--- config.mk ---
export PLATFORM = sky130hd
export DESIGN_NAME = rpn_stack_calculator_core
export DESIGN_NICKNAME = d
export VERILOG_FILES = /design/src/hdl/rpn_pkg.sv /design/src/hdl/rpn_muldiv.sv /design/src/hdl/rpn_dp.sv /design/src/hdl/rpn_ctrl.sv /design/src/hdl/rpn_stack_calculator_core.sv
export SDC_FILE = /design/constraint.sdc
export NUM_CORES = 2
export LEC_CHECK = 0
export BUFFER_PORTS_ARGS = -buffer_cell sky130_fd_sc_hd__buf_2
export CORE_AREA = 3 3 486 392
export CTS_CLUSTER_DIAMETER = 60
export DETAILED_ROUTE_END_ITERATION = 8
export DIE_AREA = 0 0 489 395
export RECOVER_POWER = 100
export SYNTH_ARGS = -nofsm -noshare
export SYNTH_HDL_FRONTEND = slang
export SYNTH_SLANG_ARGS = --single-unit
--- constraint.sdc ---
create_clock -name clk -period 10.7 [get_ports clk]
set_input_delay 1.605 -clock clk [delete_from_list [all_inputs] [get_ports clk]]
set_output_delay 1.605 -clock clk [all_outputs]
set_load 0.05 [all_outputs]
--- src/hdl/rpn_pkg.sv ---
`default_nettype none

package rpn_pkg;

    typedef enum logic [4:0] {
        K_DIGIT  = 5'd0,
        K_ENTER  = 5'd1,
        K_ESCAPE = 5'd2,
        K_BKSP   = 5'd3,
        K_ADD    = 5'd4,
        K_SUB    = 5'd5,
        K_MUL    = 5'd6,
        K_DIV    = 5'd7,
        K_AND    = 5'd8,
        K_OR     = 5'd9,
        K_XOR    = 5'd10,
        K_NOT    = 5'd11,
        K_NEG    = 5'd12,
        K_DOUBLE = 5'd13,
        K_HALVE  = 5'd14,
        K_SWAP   = 5'd15,
        K_ROLL   = 5'd16,
        K_OVER   = 5'd17,
        K_DROP   = 5'd18,
        K_DUP    = 5'd19,
        K_CLEAR  = 5'd20,
        K_RADIX  = 5'd21,
        K_PEEK   = 5'd22
    } cmd_kind_t;

    typedef enum logic [1:0] {
        RADIX_BIN = 2'd0,
        RADIX_OCT = 2'd1,
        RADIX_DEC = 2'd2,
        RADIX_HEX = 2'd3
    } radix_code_t;

    typedef enum logic [1:0] {
        RD_TOP    = 2'd0,
        RD_SECOND = 2'd1,
        RD_THIRD  = 2'd2,
        RD_PEEK   = 2'd3
    } rd_sel_t;

    typedef enum logic [1:0] {
        WR_PUSH   = 2'd0,
        WR_TOP    = 2'd1,
        WR_SECOND = 2'd2,
        WR_THIRD  = 2'd3
    } wr_off_t;

    typedef enum logic [2:0] {
        SRC_A   = 3'd0,
        SRC_B   = 3'd1,
        SRC_C   = 3'd2,
        SRC_ALU = 3'd3,
        SRC_MD  = 3'd4
    } wr_src_t;

    typedef enum logic [1:0] {
        CNT_HOLD = 2'd0,
        CNT_INC  = 2'd1,
        CNT_DEC  = 2'd2,
        CNT_CLR  = 2'd3
    } cnt_op_t;

    typedef enum logic [1:0] {
        MD_MUL  = 2'd0,
        MD_DIV  = 2'd1,
        MD_BKSP = 2'd2
    } md_sel_t;

    typedef struct packed {
        logic      load;
        logic      rd_en;
        rd_sel_t   rd_sel;
        logic      cap_a;
        logic      cap_b;
        logic      cap_c;
        logic      cap_p;
        logic      wr_en;
        wr_off_t   wr_off;
        wr_src_t   wr_src;
        cnt_op_t   cnt_op;
        logic      set_closed;
        logic      clr_closed;
        logic      set_radix;
        logic      set_beep;
        logic      set_ignored;
        logic      md_start;
        md_sel_t   md_sel;
        logic      out_load;
    } rpn_cmd_t;

    typedef struct packed {
        cmd_kind_t kind;
        logic      cnt_zero;
        logic      cnt_ge2;
        logic      cnt_ge3;
        logic      cnt_full;
        logic      fresh;
        logic      closed;
        logic      a_zero;
        logic      digit_bad;
        logic      md_busy;
        logic      out_free;
    } rpn_status_t;

    function automatic logic [4:0] radix_value(input radix_code_t code);
        logic [4:0] v;
        unique case (code)
            RADIX_BIN: v = 5'd2;
            RADIX_OCT: v = 5'd8;
            RADIX_DEC: v = 5'd10;
            RADIX_HEX: v = 5'd16;
            default:   v = 5'd10;
        endcase
        return v;
    endfunction

endpackage

`default_nettype wire

--- src/hdl/rpn_muldiv.sv ---
`default_nettype none

module rpn_muldiv
    import rpn_pkg::*;
#(
    parameter int WORD_BITS = 32
)
(
    input  wire logic                 clk,
    input  wire logic                 rst_n,
    input  wire logic                 start,
    input  wire logic                 div,
    input  wire logic [WORD_BITS-1:0] opa,
    input  wire logic [WORD_BITS-1:0] opb,
    output logic                      busy,
    output logic [WORD_BITS-1:0]      result
);

    localparam int CNTW = $clog2(WORD_BITS + 1);

    logic                 busy_reg;
    logic [CNTW-1:0]      cnt_reg;
    logic [WORD_BITS-1:0] x_reg;
    logic [WORD_BITS-1:0] y_reg;
    logic [WORD_BITS-1:0] acc_reg;
    logic                 div_reg;
    logic                 neg_reg;
    logic [WORD_BITS:0]   trial;
    logic                 fits;

    function automatic logic [WORD_BITS-1:0] mag(input logic [WORD_BITS-1:0] v);
        return v[WORD_BITS-1] ? (~v + 1'b1) : v;
    endfunction

    assign trial = {acc_reg, y_reg[WORD_BITS-1]};
    assign fits  = trial >= {1'b0, x_reg};

    always_ff @(posedge clk or negedge rst_n)
    begin
        if (!rst_n)
        begin
            busy_reg <= 1'b0;
            cnt_reg  <= '0;
        end
        else if (start)
        begin
            busy_reg <= 1'b1;
            cnt_reg  <= CNTW'(WORD_BITS);
        end
        else if (busy_reg)
        begin
            cnt_reg <= cnt_reg - 1'b1;
            if (cnt_reg == CNTW'(1))
            begin
                busy_reg <= 1'b0;
            end
        end
    end

    always_ff @(posedge clk)
    begin
        if (start)
        begin
            div_reg <= div;
            acc_reg <= '0;
            if (div)
            begin
                x_reg   <= mag(opb);
                y_reg   <= mag(opa);
                neg_reg <= opa[WORD_BITS-1] ^ opb[WORD_BITS-1];
            end
            else
            begin
                x_reg   <= opa;
                y_reg   <= opb;
                neg_reg <= 1'b0;
            end
        end
        else if (busy_reg)
        begin
            if (div_reg)
            begin
                if (fits)
                begin
                    acc_reg <= WORD_BITS'(trial - {1'b0, x_reg});
                end
                else
                begin
                    acc_reg <= trial[WORD_BITS-1:0];
                end
                y_reg <= {y_reg[WORD_BITS-2:0], fits};
            end
            else
            begin
                if (y_reg[0])
                begin
                    acc_reg <= acc_reg + x_reg;
                end
                x_reg <= {x_reg[WORD_BITS-2:0], 1'b0};
                y_reg <= {1'b0, y_reg[WORD_BITS-1:1]};
            end
        end
    end

    assign busy   = busy_reg;
    assign result = div_reg ? (neg_reg ? (~y_reg + 1'b1) : y_reg) : acc_reg;

endmodule

`default_nettype wire

--- src/hdl/rpn_dp.sv ---
`default_nettype none

module rpn_dp
    import rpn_pkg::*;
#(
    parameter int STACK_ENTRIES = 32,
    parameter int WORD_BITS     = 32
)
(
    input  wire logic        clk,
    input  wire logic        rst_n,
    input  wire logic [4:0]  kind,
    input  wire logic [3:0]  digit_value,
    input  wire logic [1:0]  base_code,
    input  wire logic [4:0]  peek_index,
    input  wire rpn_cmd_t    cmd,
    output rpn_status_t      status,
    input  wire logic        out_stall,
    output logic             out_valid,
    output logic signed [31:0] top_value,
    output logic signed [31:0] peek_value,
    output logic             peek_valid,
    output logic [5:0]       stack_count,
    output logic             entering,
    output logic             beep,
    output logic             ignored
);

    localparam int AW = $clog2(STACK_ENTRIES);
    localparam int CW = $clog2(STACK_ENTRIES + 1);
    localparam int XW = (CW > 6) ? CW : 6;
    localparam int XB = (WORD_BITS > 32) ? WORD_BITS : 32;

    logic [WORD_BITS-1:0] mem [STACK_ENTRIES];

    cmd_kind_t            kind_reg;
    logic [3:0]           digit_reg;
    radix_code_t          bcode_reg;
    logic [4:0]           idx_reg;
    logic [CW-1:0]        count_reg;
    radix_code_t          radix_reg;
    logic                 closed_reg;
    logic                 slot0_reg;
    logic [WORD_BITS-1:0] rdata_reg;
    logic                 rzero_reg;
    logic [WORD_BITS-1:0] a_reg;
    logic [WORD_BITS-1:0] b_reg;
    logic [WORD_BITS-1:0] c_reg;
    logic [WORD_BITS-1:0] p_reg;
    logic                 pv_reg;
    logic                 beep_reg;
    logic                 ign_reg;
    logic                 out_valid_reg;
    logic [31:0]          top_value_reg;
    logic [31:0]          peek_value_reg;
    logic                 peek_valid_reg;
    logic [5:0]           stack_count_reg;
    logic                 entering_reg;
    logic                 beep_out_reg;
    logic                 ign_out_reg;

    logic [XW-1:0]        cnt_x;
    logic [XW-1:0]        rd_diff;
    logic [XW-1:0]        wr_diff;
    logic [AW-1:0]        rd_addr;
    logic [AW-1:0]        wr_addr;
    logic [WORD_BITS-1:0] rd_word;
    logic [WORD_BITS-1:0] wr_data;
    logic [WORD_BITS-1:0] alu;
    logic [WORD_BITS-1:0] acc_base;
    logic [WORD_BITS-1:0] scaled;
    logic [WORD_BITS-1:0] md_opa;
    logic [WORD_BITS-1:0] md_opb;
    logic                 md_div;
    logic                 md_busy;
    logic [WORD_BITS-1:0] md_result;
    logic                 full;
    logic                 fresh;
    logic                 peek_ok;
    logic [XB-1:0]        top_ext;
    logic [XB-1:0]        peek_ext;
    logic [XW-1:0]        count_ext;

    assign cnt_x   = XW'(count_reg);
    assign full    = count_reg == CW'(STACK_ENTRIES);
    assign fresh   = (closed_reg || count_reg == '0) && !full;
    assign peek_ok = XW'(idx_reg) < cnt_x;
    assign rd_word = rzero_reg ? '0 : rdata_reg;

    always_comb
    begin
        unique case (cmd.rd_sel)
            RD_TOP:    rd_diff = cnt_x - XW'(1);
            RD_SECOND: rd_diff = cnt_x - XW'(2);
            RD_THIRD:  rd_diff = cnt_x - XW'(3);
            RD_PEEK:   rd_diff = cnt_x - XW'(idx_reg) - XW'(1);
            default:   rd_diff = cnt_x - XW'(1);
        endcase
        unique case (cmd.wr_off)
            WR_PUSH:   wr_diff = cnt_x;
            WR_TOP:    wr_diff = cnt_x - XW'(1);
            WR_SECOND: wr_diff = cnt_x - XW'(2);
            WR_THIRD:  wr_diff = cnt_x - XW'(3);
            default:   wr_diff = cnt_x;
        endcase
    end

    assign rd_addr = rd_diff[AW-1:0];
    assign wr_addr = wr_diff[AW-1:0];

    always_comb
    begin
        acc_base = fresh ? '0 : a_reg;
        unique case (radix_reg)
            RADIX_BIN: scaled = {acc_base[WORD_BITS-2:0], 1'b0};
            RADIX_OCT: scaled = {acc_base[WORD_BITS-4:0], 3'b000};
            RADIX_DEC: scaled = {acc_base[WORD_BITS-4:0], 3'b000}
                              + {acc_base[WORD_BITS-2:0], 1'b0};
            RADIX_HEX: scaled = {acc_base[WORD_BITS-5:0], 4'b0000};
            default:   scaled = acc_base;
        endcase
        unique case (kind_reg)
            K_DIGIT:  alu = scaled + WORD_BITS'(digit_reg);
            K_ADD:    alu = b_reg + a_reg;
            K_SUB:    alu = b_reg - a_reg;
            K_AND:    alu = b_reg & a_reg;
            K_OR:     alu = b_reg | a_reg;
            K_XOR:    alu = b_reg ^ a_reg;
            K_NOT:    alu = ~a_reg;
            K_NEG:    alu = ~a_reg + 1'b1;
            K_DOUBLE: alu = {a_reg[WORD_BITS-2:0], 1'b0};
            K_HALVE:  alu = WORD_BITS'($signed(a_reg + WORD_BITS'(a_reg[WORD_BITS-1])) >>> 1);
            default:  alu = a_reg;
        endcase
    end

    always_comb
    begin
        unique case (cmd.md_sel)
            MD_MUL:
            begin
                md_opa = b_reg;
                md_opb = a_reg;
                md_div = 1'b0;
            end
            MD_DIV:
            begin
                md_opa = b_reg;
                md_opb = a_reg;
                md_div = 1'b1;
            end
            MD_BKSP:
            begin
                md_opa = a_reg;
                md_opb = WORD_BITS'(radix_value(radix_reg));
                md_div = 1'b1;
            end
            default:
            begin
                md_opa = b_reg;
                md_opb = a_reg;
                md_div = 1'b0;
            end
        endcase
    end

    rpn_muldiv #(
        .WORD_BITS(WORD_BITS)
    ) u_muldiv (
        .clk    (clk),
        .rst_n  (rst_n),
        .start  (cmd.md_start),
        .div    (md_div),
        .opa    (md_opa),
        .opb    (md_opb),
        .busy   (md_busy),
        .result (md_result)
    );

    always_comb
    begin
        unique case (cmd.wr_src)
            SRC_A:   wr_data = a_reg;
            SRC_B:   wr_data = b_reg;
            SRC_C:   wr_data = c_reg;
            SRC_ALU: wr_data = alu;
            SRC_MD:  wr_data = md_result;
            default: wr_data = a_reg;
        endcase
    end

    always_ff @(posedge clk)
    begin
        if (cmd.wr_en)
        begin
            mem[wr_addr] <= wr_data;
        end
        if (cmd.rd_en)
        begin
            rdata_reg <= mem[rd_addr];
            rzero_reg <= (rd_addr == '0) && !slot0_reg;
        end
    end

    always_ff @(posedge clk)
    begin
        if (cmd.load)
        begin
            kind_reg  <= cmd_kind_t'(kind);
            digit_reg <= digit_value;
            bcode_reg <= radix_code_t'(base_code);
            idx_reg   <= peek_index;
        end
        if (cmd.cap_a)
        begin
            a_reg <= rd_word;
        end
        if (cmd.cap_b)
        begin
            b_reg <= rd_word;
        end
        if (cmd.cap_c)
        begin
            c_reg <= rd_word;
        end
        if (cmd.cap_p)
        begin
            p_reg  <= rd_word;
            pv_reg <= (kind_reg == K_PEEK) && peek_ok;
        end
        if (cmd.out_load)
        begin
            top_value_reg   <= top_ext[31:0];
            peek_value_reg  <= peek_ext[31:0];
            peek_valid_reg  <= pv_reg;
            stack_count_reg <= count_ext[5:0];
            entering_reg    <= !closed_reg;
            beep_out_reg    <= beep_reg;
            ign_out_reg     <= ign_reg;
        end
    end

    assign top_ext   = XB'((count_reg == '0) ? '0 : rd_word);
    assign peek_ext  = XB'(pv_reg ? p_reg : '0);
    assign count_ext = XW'(count_reg);

    always_ff @(posedge clk or negedge rst_n)
    begin
        if (!rst_n)
        begin
            count_reg     <= CW'(1);
            radix_reg     <= RADIX_DEC;
            closed_reg    <= 1'b0;
            slot0_reg     <= 1'b0;
            beep_reg      <= 1'b0;
            ign_reg       <= 1'b0;
            out_valid_reg <= 1'b0;
        end
        else
        begin
            if (cmd.wr_en && wr_addr == '0)
            begin
                slot0_reg <= 1'b1;
            end
            unique case (cmd.cnt_op)
                CNT_HOLD: count_reg <= count_reg;
                CNT_INC:  count_reg <= count_reg + 1'b1;
                CNT_DEC:  count_reg <= count_reg - 1'b1;
                CNT_CLR:  count_reg <= '0;
                default:  count_reg <= count_reg;
            endcase
            if (cmd.set_closed)
            begin
                closed_reg <= 1'b1;
            end
            else if (cmd.clr_closed)
            begin
                closed_reg <= 1'b0;
            end
            if (cmd.set_radix)
            begin
                radix_reg <= bcode_reg;
            end
            if (cmd.load)
            begin
                beep_reg <= 1'b0;
                ign_reg  <= 1'b0;
            end
            else
            begin
                if (cmd.set_beep)
                begin
                    beep_reg <= 1'b1;
                end
                if (cmd.set_ignored)
                begin
                    ign_reg <= 1'b1;
                end
            end
            if (cmd.out_load)
            begin
                out_valid_reg <= 1'b1;
            end
            else if (!out_stall)
            begin
                out_valid_reg <= 1'b0;
            end
        end
    end

    always_comb
    begin
        status           = '0;
        status.kind      = kind_reg;
        status.cnt_zero  = count_reg == '0;
        status.cnt_ge2   = count_reg >= CW'(2);
        status.cnt_ge3   = count_reg >= CW'(3);
        status.cnt_full  = full;
        status.fresh     = fresh;
        status.closed    = closed_reg;
        status.a_zero    = a_reg == '0;
        status.digit_bad = {1'b0, digit_reg} >= radix_value(radix_reg);
        status.md_busy   = md_busy;
        status.out_free  = !out_valid_reg || !out_stall;
    end

    assign out_valid   = out_valid_reg;
    assign top_value   = top_value_reg;
    assign peek_value  = peek_value_reg;
    assign peek_valid  = peek_valid_reg;
    assign stack_count = stack_count_reg;
    assign entering    = entering_reg;
    assign beep        = beep_out_reg;
    assign ignored     = ign_out_reg;

endmodule

`default_nettype wire

--- src/hdl/rpn_ctrl.sv ---
`default_nettype none

module rpn_ctrl
    import rpn_pkg::*;
(
    input  wire logic        clk,
    input  wire logic        rst_n,
    input  wire logic        in_valid,
    output logic             in_stall,
    input  wire rpn_status_t status,
    output rpn_cmd_t         cmd
);

    typedef enum logic [3:0] {
        S_IDLE,
        S_RA,
        S_RB,
        S_RC,
        S_RP,
        S_EX,
        S_MD,
        S_MW,
        S_W2,
        S_W3,
        S_RT,
        S_FIN
    } state_t;

    state_t state_reg;
    state_t state_next;

    always_ff @(posedge clk or negedge rst_n)
    begin
        if (!rst_n)
        begin
            state_reg <= S_IDLE;
        end
        else
        begin
            state_reg <= state_next;
        end
    end

    assign in_stall = state_reg != S_IDLE;

    always_comb
    begin
        cmd        = '0;
        state_next = state_reg;
        unique case (state_reg)
            S_IDLE:
            begin
                if (in_valid)
                begin
                    cmd.load   = 1'b1;
                    state_next = S_RA;
                end
            end
            S_RA:
            begin
                cmd.rd_en  = 1'b1;
                cmd.rd_sel = RD_TOP;
                state_next = S_RB;
            end
            S_RB:
            begin
                cmd.cap_a  = 1'b1;
                cmd.rd_en  = 1'b1;
                cmd.rd_sel = RD_SECOND;
                state_next = S_RC;
            end
            S_RC:
            begin
                cmd.cap_b  = 1'b1;
                cmd.rd_en  = 1'b1;
                cmd.rd_sel = RD_THIRD;
                state_next = S_RP;
            end
            S_RP:
            begin
                cmd.cap_c  = 1'b1;
                cmd.rd_en  = 1'b1;
                cmd.rd_sel = RD_PEEK;
                state_next = S_EX;
            end
            S_EX:
            begin
                cmd.cap_p  = 1'b1;
                state_next = S_RT;
                unique case (status.kind)
                    K_DIGIT:
                    begin
                        if (status.digit_bad)
                        begin
                            cmd.set_beep = 1'b1;
                        end
                        else
                        begin
                            cmd.wr_en      = 1'b1;
                            cmd.wr_src     = SRC_ALU;
                            cmd.clr_closed = 1'b1;
                            if (status.fresh)
                            begin
                                cmd.wr_off = WR_PUSH;
                                cmd.cnt_op = CNT_INC;
                            end
                            else
                            begin
                                cmd.wr_off = WR_TOP;
                            end
                        end
                    end
                    K_ENTER:
                    begin
                        if (!status.closed)
                        begin
                            cmd.set_closed = 1'b1;
                        end
                        else if (status.cnt_zero)
                        begin
                            cmd.set_ignored = 1'b1;
                        end
                        else if (!status.cnt_full)
                        begin
                            cmd.wr_en  = 1'b1;
                            cmd.wr_off = WR_PUSH;
                            cmd.wr_src = SRC_A;
                            cmd.cnt_op = CNT_INC;
                        end
                    end
                    K_ESCAPE:
                    begin
                        if (status.closed)
                        begin
                            cmd.cnt_op = CNT_CLR;
                        end
                        else
                        begin
                            cmd.set_closed = 1'b1;
                            if (!status.cnt_zero)
                            begin
                                cmd.cnt_op = CNT_DEC;
                            end
                        end
                    end
                    K_BKSP:
                    begin
                        if (status.cnt_zero)
                        begin
                            cmd.set_ignored = 1'b1;
                        end
                        else if (status.a_zero || status.closed)
                        begin
                            cmd.set_closed = 1'b1;
                            cmd.cnt_op     = CNT_DEC;
                        end
                        else
                        begin
                            cmd.md_start = 1'b1;
                            cmd.md_sel   = MD_BKSP;
                            state_next   = S_MD;
                        end
                    end
                    K_ADD, K_SUB, K_AND, K_OR, K_XOR:
                    begin
                        if (!status.cnt_ge2)
                        begin
                            cmd.set_ignored = 1'b1;
                        end
                        else
                        begin
                            cmd.set_closed = 1'b1;
                            cmd.wr_en      = 1'b1;
                            cmd.wr_off     = WR_SECOND;
                            cmd.wr_src     = SRC_ALU;
                            cmd.cnt_op     = CNT_DEC;
                        end
                    end
                    K_MUL:
                    begin
                        if (!status.cnt_ge2)
                        begin
                            cmd.set_ignored = 1'b1;
                        end
                        else
                        begin
                            cmd.set_closed = 1'b1;
                            cmd.md_start   = 1'b1;
                            cmd.md_sel     = MD_MUL;
                            state_next     = S_MD;
                        end
                    end
                    K_DIV:
                    begin
                        if (!status.cnt_ge2)
                        begin
                            cmd.set_ignored = 1'b1;
                        end
                        else if (status.a_zero)
                        begin
                            cmd.set_closed = 1'b1;
                            cmd.set_beep   = 1'b1;
                        end
                        else
                        begin
                            cmd.set_closed = 1'b1;
                            cmd.md_start   = 1'b1;
                            cmd.md_sel     = MD_DIV;
                            state_next     = S_MD;
                        end
                    end
                    K_NOT, K_NEG, K_DOUBLE, K_HALVE:
                    begin
                        if (status.cnt_zero)
                        begin
                            cmd.set_ignored = 1'b1;
                        end
                        else
                        begin
                            cmd.set_closed = 1'b1;
                            cmd.wr_en      = 1'b1;
                            cmd.wr_off     = WR_TOP;
                            cmd.wr_src     = SRC_ALU;
                        end
                    end
                    K_SWAP:
                    begin
                        if (!status.cnt_ge2)
                        begin
                            cmd.set_ignored = 1'b1;
                        end
                        else
                        begin
                            cmd.set_closed = 1'b1;
                            cmd.wr_en      = 1'b1;
                            cmd.wr_off     = WR_TOP;
                            cmd.wr_src     = SRC_B;
                            state_next     = S_W2;
                        end
                    end
                    K_ROLL:
                    begin
                        if (!status.cnt_ge3)
                        begin
                            cmd.set_ignored = 1'b1;
                        end
                        else
                        begin
                            cmd.set_closed = 1'b1;
                            cmd.wr_en      = 1'b1;
                            cmd.wr_off     = WR_TOP;
                            cmd.wr_src     = SRC_B;
                            state_next     = S_W2;
                        end
                    end
                    K_OVER:
                    begin
                        if (!status.cnt_ge2)
                        begin
                            cmd.set_ignored = 1'b1;
                        end
                        else if (!status.cnt_full)
                        begin
                            cmd.wr_en  = 1'b1;
                            cmd.wr_off = WR_PUSH;
                            cmd.wr_src = SRC_B;
                            cmd.cnt_op = CNT_INC;
                        end
                    end
                    K_DROP:
                    begin
                        if (status.cnt_zero)
                        begin
                            cmd.set_ignored = 1'b1;
                        end
                        else
                        begin
                            cmd.cnt_op = CNT_DEC;
                        end
                    end
                    K_DUP:
                    begin
                        if (status.cnt_zero)
                        begin
                            cmd.set_ignored = 1'b1;
                        end
                        else
                        begin
                            cmd.set_closed = 1'b1;
                            if (!status.cnt_full)
                            begin
                                cmd.wr_en  = 1'b1;
                                cmd.wr_off = WR_PUSH;
                                cmd.wr_src = SRC_A;
                                cmd.cnt_op = CNT_INC;
                            end
                        end
                    end
                    K_CLEAR:
                    begin
                        cmd.cnt_op     = CNT_CLR;
                        cmd.set_closed = 1'b1;
                    end
                    K_RADIX:
                    begin
                        cmd.set_radix  = 1'b1;
                        cmd.set_closed = 1'b1;
                    end
                    K_PEEK:
                    begin
                        cmd.set_ignored = 1'b0;
                    end
                    default:
                    begin
                        cmd.set_ignored = 1'b1;
                    end
                endcase
            end
            S_MD:
            begin
                if (!status.md_busy)
                begin
                    state_next = S_MW;
                end
            end
            S_MW:
            begin
                cmd.wr_en  = 1'b1;
                cmd.wr_src = SRC_MD;
                if (status.kind == K_BKSP)
                begin
                    cmd.wr_off = WR_TOP;
                end
                else
                begin
                    cmd.wr_off = WR_SECOND;
                    cmd.cnt_op = CNT_DEC;
                end
                state_next = S_RT;
            end
            S_W2:
            begin
                cmd.wr_en  = 1'b1;
                cmd.wr_off = WR_SECOND;
                if (status.kind == K_SWAP)
                begin
                    cmd.wr_src = SRC_A;
                    state_next = S_RT;
                end
                else
                begin
                    cmd.wr_src = SRC_C;
                    state_next = S_W3;
                end
            end
            S_W3:
            begin
                cmd.wr_en  = 1'b1;
                cmd.wr_off = WR_THIRD;
                cmd.wr_src = SRC_A;
                state_next = S_RT;
            end
            S_RT:
            begin
                cmd.rd_en  = 1'b1;
                cmd.rd_sel = RD_TOP;
                state_next = S_FIN;
            end
            S_FIN:
            begin
                if (status.out_free)
                begin
                    cmd.out_load = 1'b1;
                    state_next   = S_IDLE;
                end
            end
            default:
            begin
                state_next = S_IDLE;
            end
        endcase
    end

endmodule

`default_nettype wire

--- src/hdl/rpn_stack_calculator_core.sv ---
`default_nettype none
// From the accepting edge the controller reads top, second, third and peek entries,
// executes, rereads the top and registers the result with out_valid, waiting while
// the output stalls; swap and roll add write states, and mul, div and open-entry
// backspace first wait for the bit-serial multiply/divide unit.
// Throughput: one command at a time; the next one is taken the cycle after
// the result is registered. Reset: stack holds one zero entry, radix ten, entry open, no result pending.

module rpn_stack_calculator_core
    import rpn_pkg::*;
#(
    parameter int STACK_ENTRIES = 32,
    parameter int WORD_BITS     = 32
)
(
    input  wire logic               clk,
    input  wire logic               rst_n,
    input  wire logic               in_valid,
    output logic                    in_stall,
    input  wire logic [4:0]         kind,
    input  wire logic [3:0]         digit_value,
    input  wire logic [1:0]         base_code,
    input  wire logic [4:0]         peek_index,
    output logic                    out_valid,
    input  wire logic               out_stall,
    output logic signed [31:0]      top_value,
    output logic signed [31:0]      peek_value,
    output logic                    peek_valid,
    output logic [5:0]              stack_count,
    output logic                    entering,
    output logic                    beep,
    output logic                    ignored
);

    rpn_cmd_t    cmd;
    rpn_status_t status;

    rpn_ctrl u_ctrl (
        .clk      (clk),
        .rst_n    (rst_n),
        .in_valid (in_valid),
        .in_stall (in_stall),
        .status   (status),
        .cmd      (cmd)
    );

    rpn_dp #(
        .STACK_ENTRIES (STACK_ENTRIES),
        .WORD_BITS     (WORD_BITS)
    ) u_dp (
        .clk         (clk),
        .rst_n       (rst_n),
        .kind        (kind),
        .digit_value (digit_value),
        .base_code   (base_code),
        .peek_index  (peek_index),
        .cmd         (cmd),
        .status      (status),
        .out_stall   (out_stall),
        .out_valid   (out_valid),
        .top_value   (top_value),
        .peek_value  (peek_value),
        .peek_valid  (peek_valid),
        .stack_count (stack_count),
        .entering    (entering),
        .beep        (beep),
        .ignored     (ignored)
    );

endmodule

`default_nettype wire
==> metrics.md <==
| Metric | Value |
|---|---|
| Synthesized-area fraction occupied by ao, oa, aoi and oai cells | `about a fifth` |
| Number of routed nets with antenna violations | `0` |
| Core footprint | `186000 um^2` |
| Relative contribution of combinational cells to total power | `just over 50%` |
| Endpoint arrival time on the critical path | `9.41 ns` |
| Min cycle time layout | `8.97 ns` |
| TritonCTS clock tree | `yes` |
| Simple-gate share of the synthesized area | `a little over an eighth` |
| Number of cells on the worst reg-to-reg path | `14` |
| R2R Path End | `u_dp.mem[26][18]` |
| Nature of the critical path startpoint | `flop` |
| Clock latency on the worst-skew pair | `0.83 ns` |
| PostCTS Resize Cnt | `0` |
| Register bit count reported by yosys | `roughly 1400` |
| Mux contribution to synthesized area | `about 1.3%` |
| Iter 0 DRT Violations | `8016` |
| Library cells used by synthesis | `113` |
| Synth Instances | `6789` |
| Syn_nets | `approximately 7000` |
| Top Ports | `96` |
| Type of destination of the critical path | `flop` |
| Peak VDD IR | `about 0.67 mV` |
| Clk buf depth | `3` |
| DIE HEIGHT | `slightly below 400 um` |
| Largest net degree at the start of global routing | `~190` |
| Req. time, crit path | `between 10 and 15 ns` |
| Post-detailed-route wirelength per cell | `between 20 and 30 um` |
| Clk slew on worst S/H paths | `approximately 0.06 ns` |
| Transition time at the pin with the least slew margin | `between 3 and 4 ns` |
| Worst Path Class, Setup | `reg2reg` |
| Number of clock sinks | `~1400` |
| Chip width | `between 400 and 500 um` |
| Type of the most critical hold path | `reg2reg` |
| Port Buffer Count | `95` |
| Critical path fanouts, max | `34` |
| Synth warn | `0` |
| Global routing met2 resource utilization | `between 30% and 40%` |
| Via count | `58100` |
| Setup slack after layout | `roughly 1.7 ns` |
| RSZ-0062 raised after global routing | `no` |
| Post-route cell area | `approximately 80000 um^2` |
| Peak-usage layer in the global routing report | `met1` |
| Async set-reset flop share out of synthesis | `between 1.5 and 2%` |
| Synthesis-to-layout area growth | `11.0%` |
| Switch Pwr | `between 10 and 15 mW` |
| Adder-cell share of the synthesized area | `3.60%` |
| Post-synthesis xor/xnor area fraction | `approximately 3.0%` |
| Non-filler cells in the finished layout | `around 9300` |
| Dpl ws | `3.16 ns` |
| Cell area reported after detailed placement | `between 70000 and 80000 um^2` |
| Final wirelength | `between 200000 and 300000 um` |
| DRC violations left | `0` |
| Fmax | `roughly 110 MHz` |
| Global route overflow | `0` |
| Final cell utilization of the core | `between 40% and 50%` |
| Dominant combinational cell family by area after synthesis | `compound AO/OA/AOI/OAI gates` |
| Status | `finished with violations` |
| GR Util met3 | `between 4 and 5%` |
| First-pass DRT Iterations | `7` |
| Number of instances on the worst hold path | `0` |
| Worst setup slack for register-to-register paths | `1.73 ns` |
| FP Rows | `about 140` |
| Number of CTS-inserted buffers | `around 150` |
| Number of placed instances with taps included | `between 9000 and 10000` |
| Hold buffers post-CTS | `0` |
| Number of antenna violations at the first check in global routing | `10` |
| Part of the total power dissipated in the clock network | `between 10% and 20%` |
| Final period utilization | `around 84%` |
| Total power after layout | `about 28 mW` |
| Final TNS setup | `0 ns` |
| Wire length of the first global-routing pass | `between 300000 and 400000 um` |
| Maximum Capacitance Violations | `63` |
| Primary flip-flop cell chosen by synthesis mapping | `edfxtp_1` |
| Global routing usage summed across all routing layers | `between 20% and 30%` |
| Failing checks | `capacitance limit, slew limit` |
| Via count of the first global-routing pass | `between 50000 and 60000` |
| Worst hold slack | `roughly 0.45 ns` |
| Total internal power | `roughly 15 mW` |
| Share of cells above drive strength 1 | `approximately 7.3%` |
| Final setup viols | `0` |
| Worst setup skew after layout | `0.0787 ns` |
| HPWL reported at the end of detailed placement | `162000 um` |
| Mean instance size in the synthesized netlist | `around 11 um^2` |
| Static Leakage | `around 28 nW` |
| Initial standard-cell utilization of the core | `39.9%` |
| Reg-to-reg startpoint | `u_dp.cnt_x[1]` |
| Die Footprint | `193000 um^2` |
| Detail-routed via count per cell | `around 6.3` |
| Sequential share of power | `28.8%` |
| Startpoint of the most critical hold path | `u_dp.ign_reg` |
| Number of enable flip-flop cells after synthesis | `1342` |
| Net switching share of the total power | `between 40% and 50%` |
| Final weighted congestion in routability-driven placement | `around 1.0` |
| Final Max Slew Viols | `2125` |
| Number of levels in the clock H-tree | `4` |
| Worst slew margin relative to its limit | `-139%` |
| Power density over cell area | `between 300 and 400 nW/um^2` |
| Largest reg by FF count | `u_dp.mem` |
| Sequential fraction of the synthesis area | `between 50 and 60%` |
| Worst Hold End | `u_dp.ignored` |
| Combined area of all synthesized cells | `approximately 74000 um^2` |
| Root buffer cell | `clkbuf_16` |
| Met1 Resource Use GR | `between 30% and 40%` |
| Number of setup buffers added after CTS | `0` |
| Final Hold Violating Endpoints | `0` |
| Flip-flop count of the largest register, all copies and words added | `between 1000 and 1500` |
| Number of nets in the final layout | `between 6000 and 7000` |
==> routing by layer <==
layer  vias up  wire [um]
met5         -         33
met3       441      26000
met4         4       9450
met2      2968     112000
met1     29000     116000
li1      25700          -
==> area by class of cell <==
class | instances | area (um^2)
Sequential cell | 1398 | 41500
Multi-Input combinational cell | 4703 | 30300
Clock inverter | 96 | 1270
Inverter | 175 | 657
Antenna cell | 1 | 2.50
Timing Repair Buffer | 284 | 1630
Tap cell | 2448 | 3060
Clock buffer | 189 | 4030
Fill cell | 17200 | 104000
==> how the worst max path moves through the flow <==
stage,depth (start not counted),startpoint,to,slack [ns]
3_5_place_dp,20,u_dp.a_reg[0],u_dp.u_muldiv.y_reg[25],3.16
2_1_floorplan,24,u_dp.cnt_x[0],u_dp.mem[0][24],3.33
5_1_grt,19,u_dp.cnt_x[0],u_dp.mem[26][18],1.21
3_3_place_gp,20,u_dp.a_reg[0],u_dp.u_muldiv.y_reg[25],3.28
6_report,14,u_dp.cnt_x[1],u_dp.mem[26][18],1.73
4_1_cts,20,u_dp.a_reg[0],u_dp.u_muldiv.y_reg[25],3.17
==> power by group through the flow <==
stage	sequential (mW)	combinational, mW	clock (mW)
final	8.17	14.7	5.51
after global routing	8.22	16.0	5.83
after CTS	8.07	14.7	5.60
after detailed placement	8.18	14.6	0
after global placement	8.18	14.5	0
after floorplan	8.04	9.96	0
==> cell usage after synthesis (157+ instances only) <==
| library cell | instances | area (um^2) |
|---|---|---|
| edfxtp_1 | 1342 | 40300 |
| a211oi_1 | 413 | 3100 |
| nor2_1 | 396 | 1490 |
| a31oi_1 | 181 | 1130 |
| inv_1 | 157 | 589 |
| a21oi_1 | 453 | 2270 |
| o21ai_0 | 285 | 1430 |
| and2_1 | 333 | 2080 |
| ha_1 | 201 | 2510 |
| clkbuf_1 | 440 | 1650 |
| xnor2_1 | 176 | 1540 |
| nand2_1 | 793 | 2980 |
==> cells by family (layout without fill, tap and decap cells) <==
logic type | count (synthesis) | in the layout
xor+xnor | 256 | 256
fa+ha+maj | 211 | 211
other cells | 0 | 1
mux | 97 | 97
flops | 1398 | 1398
simple gates | 2052 | 2052
buf+inv | 688 | 744
compound gates | 2087 | 2087
==> worst max-delay path, stage by stage (launching register included) <==
cell and delay, ns:
dfrtp_1 0.54, inv_1 0.32, ha_1 0.39, or4b_1 0.65
a22oi_2 0.23, clkbuf_1 1.37, a22oi_1 0.56, nor4b_4 0.48
o2111ai_1 0.31, nor3b_1 1.11, a21oi_1 0.15, a211oi_1 1.06
o21ai_0 0.28, a31oi_2 0.24, clkbuf_1 0.88
==> cell usage in the layout, fill, tap and decap left out, types with 157 or more instances in the layout <==
master    instances
clkbuf_1        159
a211oi_1        412
xnor2_1         176
and2_1          281
nor2_1          379
inv_1           157
nand2_1         793
edfxtp_1       1342
o21ai_0         286
a31oi_1         177
ha_1            198
a21oi_1         449
No activity file was read; power rests on OpenSTA's default activity.
